===== config.mk =====
export PLATFORM = sky130hd
export DESIGN_NAME = rational_normalize
export DESIGN_NICKNAME = d
export VERILOG_FILES = /design/src/rtl/ratnorm_pkg.sv /design/src/rtl/ratnorm_ctrl.sv /design/src/rtl/ratnorm_dp.sv /design/src/rtl/rational_normalize.sv
export SDC_FILE = /design/constraint.sdc
export NUM_CORES = 1
export LEC_CHECK = 0
export BUFFER_PORTS_ARGS = -buffer_cell sky130_fd_sc_hd__buf_2
export CAP_MARGIN = 20
export CORE_MARGIN = 1
export CORE_UTILIZATION = 40
export DETAILED_ROUTE_END_ITERATION = 16
export HOLD_SLACK_MARGIN = 0.1
export PLACE_DENSITY = 0.57
export REMOVE_ABC_BUFFERS = 1
export SYNTH_ARGS = -nofsm -noshare
export SYNTH_HDL_FRONTEND = slang
export SYNTH_SLANG_ARGS = --single-unit

===== constraint.sdc =====
create_clock -name clk -period 13.4 [get_ports clk]
set_input_delay 1.34 -clock clk [delete_from_list [all_inputs] [get_ports clk]]
set_output_delay 1.34 -clock clk [all_outputs]
set_load 0.02 [all_outputs]

===== src/rtl/ratnorm_pkg.sv =====
// types and constants for the rational_normalize block
// no dependencies
package ratnorm_pkg;

  localparam int DW = 32;
  localparam int KW = 5;

  localparam logic [1:0] STATUS_OK       = 2'd0;
  localparam logic [1:0] STATUS_ZERODEN  = 2'd1;
  localparam logic [1:0] STATUS_OVERFLOW = 2'd2;

  typedef enum logic [2:0] {
    ST_IDLE,
    ST_GCD,
    ST_SCALE,
    ST_DIV,
    ST_FINISH
  } ctrl_state_t;

  typedef struct packed {
    logic load;
    logic gcd_step;
    logic scale;
    logic div_step;
    logic finish;
  } ratnorm_cmd_t;

  typedef struct packed {
    logic special;
    logic gcd_done;
    logic div_done;
  } ratnorm_sts_t;

endpackage


===== src/rtl/ratnorm_ctrl.sv =====
// controller state machine for rational_normalize
// depends on ratnorm_pkg
module ratnorm_ctrl
  import ratnorm_pkg::*;
(
  input  logic         clk,
  input  logic         rst,
  input  logic         in_valid,
  output logic         in_stall,
  output logic         out_valid,
  input  logic         out_stall,
  input  ratnorm_sts_t sts,
  output ratnorm_cmd_t cmd
);

  ctrl_state_t state, state_next;
  logic        out_free;

  assign out_free = !out_valid || !out_stall;

  always_comb begin
    state_next = state;
    case (state)
      ST_IDLE: begin
        if (in_valid) state_next = ST_GCD;
      end
      ST_GCD: begin
        if (sts.special) state_next = ST_FINISH;
        else if (sts.gcd_done) state_next = ST_SCALE;
      end
      ST_SCALE:  state_next = ST_DIV;
      ST_DIV: begin
        if (sts.div_done) state_next = ST_FINISH;
      end
      ST_FINISH: begin
        if (out_free) state_next = ST_IDLE;
      end
      default:   state_next = ST_IDLE;
    endcase
  end

  always_comb begin
    cmd      = '0;
    in_stall = 1'b1;
    case (state)
      ST_IDLE: begin
        in_stall = 1'b0;
        cmd.load = in_valid;
      end
      ST_GCD:    cmd.gcd_step = !sts.special && !sts.gcd_done;
      ST_SCALE:  cmd.scale    = 1'b1;
      ST_DIV:    cmd.div_step = 1'b1;
      ST_FINISH: cmd.finish   = out_free;
      default:   cmd          = '0;
    endcase
  end

  always_ff @(posedge clk) begin
    if (rst) begin
      state     <= ST_IDLE;
      out_valid <= 1'b0;
    end else begin
      state <= state_next;
      if (cmd.finish) out_valid <= 1'b1;
      else if (!out_stall) out_valid <= 1'b0;
    end
  end

endmodule


===== src/rtl/ratnorm_dp.sv =====
// datapath for rational_normalize: binary gcd, two-lane restoring divider, output register
// depends on ratnorm_pkg
module ratnorm_dp
  import ratnorm_pkg::*;
(
  input  logic                 clk,
  input  logic signed [DW-1:0] numer_in,
  input  logic signed [DW-1:0] denom_in,
  input  ratnorm_cmd_t         cmd,
  output ratnorm_sts_t         sts,
  output logic signed [DW-1:0] numer_out,
  output logic [DW-2:0]        denom_out,
  output logic [1:0]           status
);

  logic [DW-1:0] an, ad, x, y, g, rem_n, rem_d, q_n, q_d;
  logic [KW-1:0] k, cnt;
  logic          neg, dz, nz;

  logic [DW-1:0] n_u, d_u, neg_q;
  logic [DW:0]   sh_n, sh_d, g_ext;
  logic          ge_n, ge_d;

  assign n_u   = $unsigned(numer_in);
  assign d_u   = $unsigned(denom_in);
  assign g_ext = {1'b0, g};
  assign sh_n  = {rem_n, q_n[DW-1]};
  assign sh_d  = {rem_d, q_d[DW-1]};
  assign ge_n  = sh_n >= g_ext;
  assign ge_d  = sh_d >= g_ext;
  assign neg_q = {DW{1'b0}} - q_n;

  assign sts.special  = dz || nz;
  assign sts.gcd_done = x == y;
  assign sts.div_done = cnt == {KW{1'b1}};

  always_ff @(posedge clk) begin
    if (cmd.load) begin
      an  <= n_u[DW-1] ? ({DW{1'b0}} - n_u) : n_u;
      ad  <= d_u[DW-1] ? ({DW{1'b0}} - d_u) : d_u;
      x   <= n_u[DW-1] ? ({DW{1'b0}} - n_u) : n_u;
      y   <= d_u[DW-1] ? ({DW{1'b0}} - d_u) : d_u;
      k   <= '0;
      neg <= n_u[DW-1] ^ d_u[DW-1];
      dz  <= d_u == '0;
      nz  <= n_u == '0;
    end

    // one binary gcd step: strip common twos, strip lone twos, or subtract odd values
    if (cmd.gcd_step) begin
      if (!x[0] && !y[0]) begin
        x <= x >> 1;
        y <= y >> 1;
        k <= KW'(k + 1'b1);
      end else if (!x[0]) begin
        x <= x >> 1;
      end else if (!y[0]) begin
        y <= y >> 1;
      end else if (x > y) begin
        x <= (x - y) >> 1;
      end else begin
        y <= (y - x) >> 1;
      end
    end

    if (cmd.scale) begin
      g     <= x << k;
      rem_n <= '0;
      rem_d <= '0;
      q_n   <= an;
      q_d   <= ad;
      cnt   <= '0;
    end

    if (cmd.div_step) begin
      rem_n <= ge_n ? DW'(sh_n - g_ext) : sh_n[DW-1:0];
      rem_d <= ge_d ? DW'(sh_d - g_ext) : sh_d[DW-1:0];
      q_n   <= {q_n[DW-2:0], ge_n};
      q_d   <= {q_d[DW-2:0], ge_d};
      cnt   <= KW'(cnt + 1'b1);
    end

    if (cmd.finish) begin
      if (dz) begin
        numer_out <= '0;
        denom_out <= '0;
        status    <= STATUS_ZERODEN;
      end else if (nz) begin
        numer_out <= '0;
        denom_out <= (DW-1)'(1);
        status    <= STATUS_OK;
      end else if (q_d[DW-1] || (!neg && q_n[DW-1])) begin
        numer_out <= '0;
        denom_out <= '0;
        status    <= STATUS_OVERFLOW;
      end else begin
        numer_out <= $signed(neg ? neg_q : q_n);
        denom_out <= q_d[DW-2:0];
        status    <= STATUS_OK;
      end
    end
  end

endmodule


===== src/rtl/rational_normalize.sv =====
// rational_normalize: reduces a signed 32-bit fraction to lowest terms
// depends on ratnorm_pkg, ratnorm_ctrl, ratnorm_dp
//
//   channel  | handshake            | payload
//   ---------+----------------------+---------------------------------
//   input    | in_valid / in_stall  | numer_in, denom_in
//   output   | out_valid / out_stall| numer_out, denom_out, status
//
// one item in flight; a transfer in is taken only while the controller is idle
// each item runs load, binary gcd steps until done, a gcd done check, a scale,
//   the bit-serial divide and a finish; the binary gcd takes one step per cycle
// zero numerator or zero denominator skips the gcd steps, scale and divide
// the finished result sits in an output register, so the next transfer in can
//   start while that result is stalled; the finish step waits for the register
// synchronous active-high reset clears the controller state and output valid only
module rational_normalize
  import ratnorm_pkg::*;
(
  input  logic                 clk,
  input  logic                 rst,
  input  logic                 in_valid,
  output logic                 in_stall,
  input  logic signed [DW-1:0] numer_in,
  input  logic signed [DW-1:0] denom_in,
  output logic                 out_valid,
  input  logic                 out_stall,
  output logic signed [DW-1:0] numer_out,
  output logic [DW-2:0]        denom_out,
  output logic [1:0]           status
);

  // command and status between controller and datapath
  ratnorm_cmd_t cmd;
  ratnorm_sts_t sts;

  // sequencing: load, gcd loop, scale gcd, divide both magnitudes, write result
  ratnorm_ctrl u_ctrl (
    .clk       (clk),
    .rst       (rst),
    .in_valid  (in_valid),
    .in_stall  (in_stall),
    .out_valid (out_valid),
    .out_stall (out_stall),
    .sts       (sts),
    .cmd       (cmd)
  );

  // magnitudes, gcd registers, divider lanes and the output payload register
  ratnorm_dp u_dp (
    .clk       (clk),
    .numer_in  (numer_in),
    .denom_in  (denom_in),
    .cmd       (cmd),
    .sts       (sts),
    .numer_out (numer_out),
    .denom_out (denom_out),
    .status    (status)
  );

endmodule


==> results.sh <==
export IMPL_status="finished, final reports clean"
export IMPL_grt_pass1_wl_um=119900
export IMPL_root_buffer="clkbuf_16"
export IMPL_clk_pin_slew_ns=0.06
export IMPL_power_per_cell_area_nw_per_um2=200.9
export IMPL_cts_repair_resized=0
export IMPL_critPathLaunchType="flop"
export IMPL_critPathKind="flop to flop"
export IMPL_final_setup_worst_slack_ns=9.503
export IMPL_htree_num_levels=2
export IMPL_multi_input_area_um2=13400
export IMPL_vias=21090
export IMPL_synthTopCellsByArea="edfxtp_1 36%, ha_1 6.8%, nand2_1 6.6%"
export IMPL_finalHoldViolations=0
export IMPL_slew_violations=0
export IMPL_io_buffer_count=134
export IMPL_min_path_type="flop to flop"
export IMPL_boundaryPins=135
export IMPL_ys_seq_area_share_pct=41.84
export IMPL_clkSinkCount=370
export IMPL_tightestPinTransition_ns=1.054
export IMPL_pre_cts_slack_ns=9.161
export IMPL_post_route_drc_count=0
export IMPL_drt_vias_per_instance=5.830
export IMPL_end_kind="flop"
export IMPL_synth_area_leader_cell="edfxtp_1"
export IMPL_startpoint="u_dp.x[15]"
export IMPL_timing_rr_start="u_dp.x[15]"
export IMPL_total_power_mw=5.557
export IMPL_drt_wl_total_um=77980
export IMPL_initial_core_util_pct=40.80
export IMPL_synth_warning_count=0
export IMPL_syn_area_per_cell_um2=9.088
export IMPL_gp_congestion=0.9694
export IMPL_cp_max_fo=20
export IMPL_die_x_um=251.1
export IMPL_die_h_um=251.1
export IMPL_ys_async_sr_fraction_pct=0
export IMPL_max_cap_violations=0
export IMPL_synth_area_um2=24810
export IMPL_p_leak_nw=11.24
export IMPL_dp_hpwl_um=58820
export IMPL_overflow=0
export IMPL_nets=3005
export IMPL_fillCellCount=5876
export IMPL_area_growth_pct=11.49
export IMPL_hold_start="u_dp.y[31]"
export IMPL_grtUsageTotal_pct=24.42
export IMPL_fp_row_count=90
export IMPL_layout_drive_gt1_share_pct=10.13
export IMPL_finalCritPeriodShare_pct=29.08
export IMPL_post_cts_buffers=0
export IMPL_drt_pass1_iterations=6
export IMPL_drt_antenna_violating_nets=0
export IMPL_period_needed_ns=3.897
export IMPL_finClkSkew_ns=0.02632
export IMPL_wl_per_cell_um=21.55
export IMPL_final_area_um2=27660
export IMPL_finalNonFillerCells=3618
export IMPL_post_place_cells=3533
export IMPL_cts_buffers=44
export IMPL_synth_edf_count=297
export IMPL_cts_buffer_depth=3
export IMPL_cts_tree="built"
export IMPL_crit_required_ns=13.81
export IMPL_clock_fmax_mhz=256.6
export IMPL_grt_antenna_before_repair=2
export IMPL_first_iter_violations=1931
export IMPL_setup_viol=0
export IMPL_critPathArrivalTime_ns=4.30
export IMPL_dpl_cell_area_um2=26140
export IMPL_yosysTopAreaCellShare_pct=35.95
export IMPL_core_um2=60810
export IMPL_seq_area_um2=10380
export IMPL_fin_setup_tns_ns=0
export IMPL_ir_drop_mv=0.1220
export IMPL_rsz0062_at_grt="false"
export IMPL_grt_max_degree=72
export IMPL_post_route_util_pct=45.49
export IMPL_fp_dieArea_um2=63030
export IMPL_synth_cell_type_count=86
export IMPL_synth_ff_type="edfxtp_1"
export IMPL_max_slew_margin_pct=29.76
export IMPL_grt_pass1_vias=20020
export IMPL_worst_skew_pair_late_latency_ns=0.59
export IMPL_cts_hold_buf=0
export IMPL_ys_seq_elements=370
export IMPL_syn_inst=2730
export IMPL_holdWs_ns=0.4771
==> kinds of logic (layout without fill, tap and decap cells) <==
kind of cell	count (synthesis)	count (layout)	share of synthesized area, %
simple gates	964	964	17.60
fa+ha+maj	138	138	7.081
xor+xnor	182	182	6.425
flops	370	370	41.84
compound gates	715	715	18.81
buf+inv	279	383	4.398
mux	82	82	3.848
other cells	0	2	0
==> final timing paths <==
kind / cells after the start / slack (ns) / endpoint
worst max-delay path: 9 / 9.50 / u_dp.x[7]
worst min-delay path: 2 / 0.48 / u_dp.y[31]
worst max register to register: 9 / 9.50 / u_dp.x[7]
worst min register to register: 2 / 0.48 / u_dp.y[31]
==> placed cells by master, fill, tap and decap left out, drive strengths merged, types with 24 or more instances in the layout <==
master and n:
xnor2 104, ha 134, inv 145, or3 26, o21a 26, mux2i 65
nor2 232, nor3 39, a211oi 30, o21ai 148, a21oi 209, nand2 437
xor2 78, a21o 63, buf 159, and3 51, a31oi 24, clkbuf 59
nand3 48, o31ai 31, edfxtp 297, o221ai 27, dfxtp 73
==> per-layer routing <==
layer / GRT usage [%] / routed length [um] / vias up
li1: - / - / 10070
met1: 35.68 / 36690 / 10250
met2: 37.43 / 34150 / 677
met3: 3.624 / 5258 / 102
met4: 6.603 / 1877 / 0
met5: 0 / 0 / -
==> power breakdown <==
group,internal [mW],switching [mW]
Clock,0.708,0.512
Sequential,1.44,0.180
Combinational,1.01,1.71
Total,3.16,2.40
==> final cells by class <==
class	instances	share of cell area, %
multi-input cells	2081	48.44
flip-flops and latches	370	37.53
clock buffers	59	4.293
well taps	782	3.537
repair buffers	159	3.248
inverters	143	1.959
clock inverters	22	0.9770
diodes	2	0.01809
==> synthesized netlist by cell type, drive strengths merged, types with 10 or more instances <==
| master | count |
|---|---|
| dfxtp | 73 |
| and3 | 51 |
| nor4 | 17 |
| xnor2 | 104 |
| o211ai | 22 |
| mux4 | 10 |
| mux2i | 65 |
| nor2 | 232 |
| clkbuf | 91 |
| nand4 | 21 |
| edfxtp | 297 |
| ha | 134 |
| a31oi | 24 |
| a21oi | 209 |
| o31ai | 31 |
| o41ai | 14 |
| nand2 | 437 |
| o22ai | 21 |
| o21ai | 148 |
| or2 | 10 |
| nor2b | 21 |
| nand3 | 48 |
| inv | 142 |
| xor2 | 78 |
| o21bai | 15 |
| or3 | 26 |
| a211oi | 30 |
| a21o | 63 |
| buf | 45 |
| or4 | 22 |
| nor3 | 39 |
| a222oi | 12 |
| o221ai | 27 |
| o21a | 26 |
| nand2b | 18 |
==> critical path, cell delays in order, from the launching register on <==
cell and delay, ns:
dfxtp_1 0.41, ha_1 0.64, nand4_1 0.31, a31oi_1 0.31
o211ai_1 0.13, a21oi_1 0.38, a211oi_4 0.10, o21ai_2 0.43
and2_1 0.79, a222oi_1 0.21
Note: power is estimated with default switching activity, not from simulation.
